$ cat src/idiv64_pkg.sv
package idiv64_pkg;

  localparam int DW    = 64;
  localparam int HW    = 32;
  localparam int NSTEP = DW;

  typedef logic [DW-1:0] word_t;

  typedef enum logic [1:0] {
    ACT_U64 = 2'd0,
    ACT_U32 = 2'd1,
    ACT_S32 = 2'd2,
    ACT_RSV = 2'd3
  } action_t;

  typedef enum logic [1:0] {
    ST_OK       = 2'd0,
    ST_DIVZERO  = 2'd1,
    ST_OVERFLOW = 2'd2
  } status_t;

  localparam word_t MIN_S64  = {1'b1, {(DW-1){1'b0}}};
  localparam word_t ALL_ONES = {DW{1'b1}};

  // sideband that rides along with each item through the step stages
  typedef struct packed {
    status_t status;
    logic    q_neg;
    logic    r_neg;
  } side_t;

endpackage

$ cat src/idiv64_step.sv
module idiv64_step (
  input  logic               clk,
  input  logic               rst,
  input  logic               en,
  input  logic               in_vld,
  input  idiv64_pkg::word_t  in_rem,
  input  idiv64_pkg::word_t  in_aq,
  input  idiv64_pkg::word_t  in_den,
  input  idiv64_pkg::side_t  in_side,
  output logic               out_vld,
  output idiv64_pkg::word_t  out_rem,
  output idiv64_pkg::word_t  out_aq,
  output idiv64_pkg::word_t  out_den,
  output idiv64_pkg::side_t  out_side
);
  import idiv64_pkg::*;

  logic [DW:0] rem_sh;
  word_t       diff;
  logic        ge;
  word_t       rem_next;
  word_t       aq_next;

  // one restoring step: shift in the next dividend bit, subtract if it fits
  always_comb begin
    rem_sh   = {in_rem, in_aq[DW-1]};
    diff     = rem_sh[DW-1:0] - in_den;
    ge       = (rem_sh >= {1'b0, in_den});
    rem_next = ge ? diff : rem_sh[DW-1:0];
    aq_next  = {in_aq[DW-2:0], ge};
  end

  always_ff @(posedge clk) begin
    if (rst) begin
      out_vld <= 1'b0;
    end else if (en) begin
      out_vld <= in_vld;
    end
  end

  always_ff @(posedge clk) begin
    if (en) begin
      out_rem  <= rem_next;
      out_aq   <= aq_next;
      out_den  <= in_den;
      out_side <= in_side;
    end
  end

endmodule
$ cat config.mk
export PLATFORM = sky130hd
export DESIGN_NAME = idiv64_step
export DESIGN_NICKNAME = d
export VERILOG_FILES = /design/src/idiv64_pkg.sv /design/src/idiv64_step.sv
export SDC_FILE = /design/constraint.sdc
export NUM_CORES = 1
export LEC_CHECK = 0
export BUFFER_PORTS_ARGS = -buffer_cell sky130_fd_sc_hd__buf_2
export CORE_ASPECT_RATIO = 1.2
export CORE_MARGIN = 10
export CORE_UTILIZATION = 46
export CTS_CLUSTER_SIZE = 12
export DETAILED_ROUTE_END_ITERATION = 8
export PLACE_DENSITY = 0.85
export SLEW_MARGIN = 20
export SYNTH_ARGS = -nofsm -noshare
export SYNTH_HDL_FRONTEND = slang
export SYNTH_SLANG_ARGS = --single-unit
$ cat constraint.sdc
create_clock -name clk -period 8.08 [get_ports clk]
set_input_delay 1.616 -clock clk [delete_from_list [all_inputs] [get_ports clk]]
set_output_delay 1.616 -clock clk [all_outputs]
set_load 0.05 [all_outputs]
# Yosys cells after proc, flatten, opt, wreduce, memory -nomap -nowiden
# Index checks and enable logic that the tools add are counted.
# totals
ff_bits,197
output_inout_bits,197
inputBits,200
word_cells,10
# op_classes
n_mux,1
add_sub_neg,1
order_cmp,1
# op_table
cell,n
$ge 65x64->1,1
$mux 64,1
$sub 64x64->64,1

# Longest topological paths before layout
# Gate-level depths: netlist (run 1).
# depth
ltp_word,2
mapped_depth,16

# Worst setup path before layout (run 1)
# No wires, ideal clock.
# synth_timing
kind,input to register
from,input port in_den[32]
to,register out_rem[63] (data pin)
required_ps,7818
path_buffers,1
stages,11
setup_slack_ps,3752
arrival_time_ps,4066
setup_time_ps,262
path_cell_list,inv_1 -> ha_1 -> buf_2 -> nand4_1 -> or3_1 -> a311o_1 -> o41ai_4 -> a41oi_2 -> o211ai_2 -> xor2_1 -> mux2_1
# synth_between
elab_chain_cells,2
elab_cells_between_ends,3
cone_classes,add/sub: 1; order compare: 1; mux: 1
# synth_rtl
item,line_no,text
from (decl),idiv64_step.sv:8,"input idiv64_pkg::word_t in_den,"
$sub 64x64->64 or $ge 65x64->1 (tied branches),"idiv64_step.sv:27, idiv64_step.sv:28",
$mux 64 (*),idiv64_step.sv:29,rem_next = ge ? diff : rem_sh[DW-1:0];
net rem_next[63],idiv64_step.sv:21,word_t rem_next;
to (signal assigned),idiv64_step.sv:43,out_rem <= rem_next;
to (decl),idiv64_step.sv:11,"output idiv64_pkg::word_t out_rem,"
# The timed path passes the listed nets; every way through them passes the cells marked *.
# A chain may end at the register's enable or synchronous reset.

# Final worst setup path (run 1)
# layout_timing
from,input port in_den[6]
to,register out_rem[44] (data pin)
# The elaborated chain is that of the path after synthesis.

==> results.json, run 1 <==
{
  "p_leak_nw": 6.07,
  "synth_seq_area_share": 0.548,
  "postCtsSetupRepairBufs": 0,
  "final.setup_skew_ns": 0,
  "yosys.area.top_type": "edfxtp_1",
  "cts_buffers": 17,
  "synthDistinctLibCells": 67,
  "sw_frac_of_total": 0.377,
  "maxCapViolCount": 0,
  "grt_max_degree": 130,
  "critPathKind": "input port to register",
  "core_sq_mm": 0.0231,
  "routed_wl_microns": 33800,
  "cts.sinks": 197,
  "cts_resized": 0,
  "ant_nets": 0,
  "pwr-share-seq": 0.410,
  "die_h_microns": 188,
  "syn_area_sq_mm": 0.0108,
  "dr.pass1.iters": 5,
  "cts.path.max_buffers": 2,
  "antenna_found_initial": 8,
  "grt_overflow_total": 0,
  "path_cells": "buf_2, inv_1, ha_1, and4_1, and4_1, o211ai_2, a2111oi_4, nor3_2, o21ai_2, a31o_2, a21o_4, buf_4, mux2_2",
  "synth_ff_type": "edfxtp_1",
  "worstPathArrival_ns": 5.44,
  "yosys_warnings": 0,
  "critical_path_required_ns": 8.28,
  "end_kind": "register",
  "rows": 61,
  "path_clk_slew_ns": 0.08,
  "r2r_slack_ns": 7.50,
  "crit_path_start_kind": "input port",
  "yosys_register_bits": 197,
  "async_flop_share": 0,
  "r2r_cells": 2,
  "syn2layout_area_growth_pct": 26.1,
  "final_layout_size_suffix_gt1_frac": 0.349,
  "ir_drop_uv": 145,
  "layoutNonFillerInstCount": 1666,
  "die_w_microns": 160,
  "fin_nets": 1599,
  "r2r-end": "out_vld",
  "dp_cells": 1630,
  "p_int_mw": 1.95,
  "synth_top_area_frac": 0.546,
  "power.total_mw": 3.13,
  "drcViolationCount": 0,
  "max_stage_delay_ns": 0.63,
  "p_comb_frac": 0.322,
  "min_period_over_period": 0.649,
  "timing.final.ws_setup_ns": 2.84,
  "slew_violations": 0,
  "port_buffers": 396,
  "post-place-ws_ns": 2.39,
  "period_minus_slack_ns": 5.24,
  "syn_area_per_cell_sq_um": 11.3,
  "cts-root-buf": "clkbuf_16",
  "crit_path_frequent_cell": "and4_1",
  "clk_latency_ns": 0.44,
  "dp_hpwl_microns": 27400,
  "synth_cells": 951,
  "status": "complete, no violations",
  "powerDensity_mw_per_mm2": 230,
  "hold_end": "out_vld",
  "grt_pass1_vias": 8955,
  "hold_viol_final": 0,
  "reg2reg_from": "out_vld",
  "min_from": "out_vld",
  "fmax_mhz": 191,
  "setup_tns_ns": 0,
  "synth_nets": 1216,
  "drt_iter0_drc": 590,
  "gp_congestion": 0.871,
  "htree_levels": 4,
  "slowest_stage": "buf_4",
  "cts_tree": "built",
  "synth-edff-count": 196,
  "finalSetupViolCount": 0,
  "worst_pin_slew_ns": 1.05,
  "fill_cells": 1910,
  "grt_pass1_wl_microns": 51000,
  "cp_max_fo": 61,
  "synth_area_leaders": "edfxtp_1 55%, ha_1 7.4%, a21oi_1 5.2%",
  "die_area_sq_mm": 0.0300,
  "holdCritPathClass": "register to register",
  "viasPerCell": 5.37,
  "max_slew_margin": 0.298,
  "power_switching_mw": 1.18,
  "clkPwrFrac": 0.268,
  "ctsHoldBuffers": 0,
  "rsz0062_at_grt": "no",
  "vias": 8951,
  "io_pins": 397,
  "track_usage": 0.216,
  "start_util": 0.466,
  "holdPathStages": 2,
  "wl_per_cell_microns": 20.3
}
-- per-layer routing --
| layer | vias to the layer above | share of wire | global-route usage |
|---|---|---|---|
| met3 | 53 | 0.071 | 0.0576 |
| li1 | 4268 | - | - |
| met5 | - | 0.00077 | 0 |
| met1 | 4227 | 0.37 | 0.230 |
| met2 | 399 | 0.53 | 0.399 |
| met4 | 4 | 0.028 | 0.0814 |
-- cells in the final DEF (no fill, tap or decap), types with 36 or more instances in the layout --
cell type,n
o21ai_0,41
buf_2,395
a21o_1,36
a21oi_1,111
xnor2_1,37
edfxtp_1,196
nor2_1,77
inv_1,79
ha_1,64
nand2_1,60
-- synth_stat cells, drive strengths merged, types with 3 or more instances --
library cell	instances
a21oi	123
nand4b	3
nand4	15
a21boi	4
and3	5
o31ai	6
or2	3
o21ai	46
o21bai	11
nand2	60
inv	79
a31oi	5
clkbuf	14
ha	64
mux2	15
a41oi	3
o21a	12
nand3b	3
xor2	20
nor2b	5
o211ai	6
buf	20
and2	5
or3	7
nand3	11
nor2	87
nor3	9
a211oi	6
xnor2	37
nand2b	3
edfxtp	196
a21o	37
-- power by group through the flow --
stage          Sequential [mW]  Clock [mW]  Combinational (mW)
6_report                  1.28       0.839                1.01
5_1_grt                   1.29       0.893                1.07
4_1_cts                   1.28       0.856                1.01
3_5_place_dp              1.31           0                1.00
3_3_place_gp              1.30           0               0.992
2_1_floorplan             1.69           0               0.345
-- how the worst max path moves through the flow --
stage / from / endpoint / slack, ns / cells after the start
after floorplan: in_den[32] / out_rem[63] / 3.75 / 11
after global placement: in_den[23] / out_rem[44] / 2.49 / 12
after detailed placement: in_den[22] / out_rem[44] / 2.39 / 12
after CTS: in_den[6] / out_rem[44] / 2.83 / 13
after global routing: in_den[9] / out_rem[34] / 2.60 / 13
final: in_den[6] / out_rem[44] / 2.84 / 13
-- critical path: cells and delay by family --
kind,cells,cell delay (ns)
muxes,1,0.41
and+or+nand+nor,3,0.62
buffers and inverters,3,0.78
adders and majority gates,1,0.39
AOI/OAI and AO/OA,5,1.59
-- flip-flops by register name, indices dropped and copies added (netlist names) --
name / cells
out_rem: 64
out_side: 4
out_aq: 64
out_den: 64
out_vld: 1
-- per-stage QoR --
| step | hold slack [ns] | instance area [sq um] | utilization |
|---|---|---|---|
| after CTS | 0.506 | 13600 | 0.587 |
| after global placement | 0.468 | 13000 | 0.562 |
| after detailed placement | 0.488 | 13000 | 0.562 |
| after floorplan | 0.733 | 10800 | - |
| after global routing | 0.544 | 13600 | 0.588 |
| final | 0.494 | 13600 | 0.588 |
-- area by class of cell --
| type | instances | area [sq um] | area share |
|---|---|---|---|
| Antenna cell | 4 | 10.0 | 0.000737 |
| Clock buffer | 18 | 429 | 0.0316 |
| Clock inverter | 14 | 156 | 0.0115 |
| Inverter | 79 | 297 | 0.0218 |
| Multi-Input combinational cell | 641 | 4390 | 0.323 |
| Sequential cell | 197 | 5910 | 0.435 |
| Tap cell | 315 | 394 | 0.0290 |
| Timing Repair Buffer | 398 | 2010 | 0.148 |
-- kinds of logic after synthesis --
kind of cell,after synthesis,synth area share
multiplexers,17,0.0175
flip-flops,197,0.548
AO/OA/AOI/OAI,278,0.168
buffers and inverters,113,0.0450
adder cells (fa/ha/maj),65,0.0762
XOR/XNOR,57,0.0463
AND/OR/NAND/NOR,224,0.0984
(Power assumes the default switching activity.)
==> run 2, diff against run 1 <==
ABC_AREA = 1   (was not set)
PLACE_DENSITY = 0.83   (was 0.85)
clock period = 5.3 ns   (was 8.08 ns; I/O delays follow)
==> results.json, run 2 <==
{
  "r2r_cells": 2,
  "slew_violations": 0,
  "grt_max_degree": 119,
  "fmax_mhz": 274,
  "min_period_over_period": 0.690,
  "cts-root-buf": "clkbuf_16",
  "power.total_mw": 5.06,
  "final_common_cell": "nand2_1",
  "synth_seq_area_share": 0.445,
  "synth_nets": 2043,
  "layout_common_cells": "658 x nand2_1, 395 x buf_2, 376 x inv_1",
  "finish.utilization": 0.569,
  "dp_hpwl_microns": 42800,
  "core_sq_mm": 0.0286,
  "viasPerCell": 4.91,
  "worstPathArrival_ns": 3.97,
  "ctsHoldBuffers": 0,
  "rsz0062_at_grt": "no",
  "whs_ns": 0.505,
  "grt_overflow_total": 0,
  "critPathKind": "input port to register",
  "diodes": 0,
  "antenna_found_initial": 2,
  "start_util": 0.464,
  "p_leak_nw": 8.87,
  "die_w_microns": 175,
  "post-place-ws_ns": 1.30,
  "grt_pass1_wl_microns": 74100,
  "layoutNonFillerInstCount": 2577,
  "design_area_sq_mm": 0.0163,
  "setup_tns_ns": 0,
  "synth-edff-count": 196,
  "synth_xor_area_frac": 0.0205,
  "rows": 68,
  "syn_area_per_cell_sq_um": 7.46,
  "max_slew_margin": 0.283,
  "synth_cells": 1778,
  "htree_levels": 4,
  "grt_pass1_vias": 12861,
  "timing.final.ws_setup_ns": 1.64,
  "clk_latency_ns": 0.45,
  "cts.sinks": 197,
  "yosys_warnings": 0,
  "synth_ff_type": "edfxtp_1",
  "cts.path.max_buffers": 2,
  "holdPathStages": 2,
  "drt_iter0_drc": 814,
  "period_minus_slack_ns": 3.66,
  "yosys.area_share.simple": 0.327,
  "vias": 12647,
  "final.setup_skew_ns": 0,
  "hold_viol_final": 0,
  "path_clk_slew_ns": 0.08,
  "synth_top_area_frac": 0.444,
  "track_usage": 0.273,
  "io_pins": 397,
  "async_flop_share": 0,
  "syn_area_sq_mm": 0.0133,
  "end_kind": "register",
  "synth.area.mux_share": 0.000755,
  "syn2layout_area_growth_pct": 22.8,
  "die_h_microns": 206,
  "synth_most_common_cell": "nand2_1",
  "port_buffers": 396,
  "holdCritPathClass": "register to register",
  "finalSetupViolCount": 0,
  "r2r_slack_ns": 4.71,
  "gp_congestion": 0.989,
  "status": "complete, no violations",
  "placed_area_sq_mm": 0.0157,
  "ir_drop_uv": 191,
  "synth_area_leaders": "edfxtp_1 44%, nand2_1 19%, inv_1 11%",
  "cts_buffers": 17,
  "synth-compound-area-share": 0.0210,
  "fin_nets": 2444,
  "crit_path_start_kind": "input port",
  "drcViolationCount": 0,
  "ant_nets": 0,
  "final_layout_size_suffix_gt1_frac": 0.242,
  "postCtsSetupRepairBufs": 0,
  "synth_top_family_by_area": "simple AND/OR/NAND/NOR gates",
  "powerDensity_mw_per_mm2": 311,
  "synthDistinctLibCells": 35,
  "worst_pin_slew_ns": 1.07,
  "critical_path_required_ns": 5.61,
  "dp_cells": 2545,
  "synthTopCellsByCount": "658 x nand2_1, 376 x inv_1, 196 x edfxtp_1",
  "wl_per_cell_microns": 19.7,
  "cts_tree": "built",
  "cts_resized": 0,
  "yosys.area.top_type": "edfxtp_1",
  "synthAdderAreaFrac": 0.0619,
  "cp_max_fo": 33,
  "routed_wl_microns": 50800,
  "maxCapViolCount": 0,
  "die_area_sq_mm": 0.0361,
  "yosys_register_bits": 197,
  "top_regs": "out_aq: 64 flops, out_den: 64 flops, out_rem: 64 flops",
  "dr.pass1.iters": 7
}
-- run 2: per-layer routing --
metal | share of wire | wire length (microns) | global-route usage | vias up
met4 | 0.042 | 2130 | 0.119 | 2
met1 | 0.36 | 18200 | 0.276 | 5776
met3 | 0.062 | 3160 | 0.0556 | 92
met2 | 0.54 | 27300 | 0.529 | 481
li1 | - | - | - | 6296
met5 | 0.00026 | 13 | 0 | -
-- run 2: path summary, 6_finish.rpt --
kind / endpoint / from
min: out_vld / out_vld
max: out_rem[11] / in_rem[55]
min reg2reg: out_vld / out_vld
max reg2reg: out_vld / out_vld
-- run 2: cell type report --
class                      instances  area (sq um)
inverter                         399          1500
clock buffer                      18           439
sequential                       197          5910
tap                              385           482
clock inverter                    14           185
multi-input combinational       1163          5720
fill                            2745         12300
timing repair buffer             401          2050
-- run 2: critical path, cell delays in order --
cell and delay [ns]:
buf_2 0.12, ha_1 0.36, nand2_1 0.13, inv_1 0.07, a21oi_2 0.20, inv_1 0.09
o21ai_1 0.17, nand3_2 0.12, nor2_4 0.80, buf_4 0.51, nand3_1 0.14, nand2_1 0.16
-- run 2: kinds of logic after synthesis --
family | after synthesis
and+or+nand+nor | 1013
buffers and inverters | 418
DFF | 197
adders and majority gates | 65
AOI/OAI and AO/OA | 53
xor gates and xnor gates | 31
muxes | 1
-- run 2: power breakdown --
| part | switching (mW) | internal, mW |
|---|---|---|
| registers | 0.0456 | 1.91 |
| logic | 1.31 | 0.426 |
| clock network | 0.710 | 0.664 |
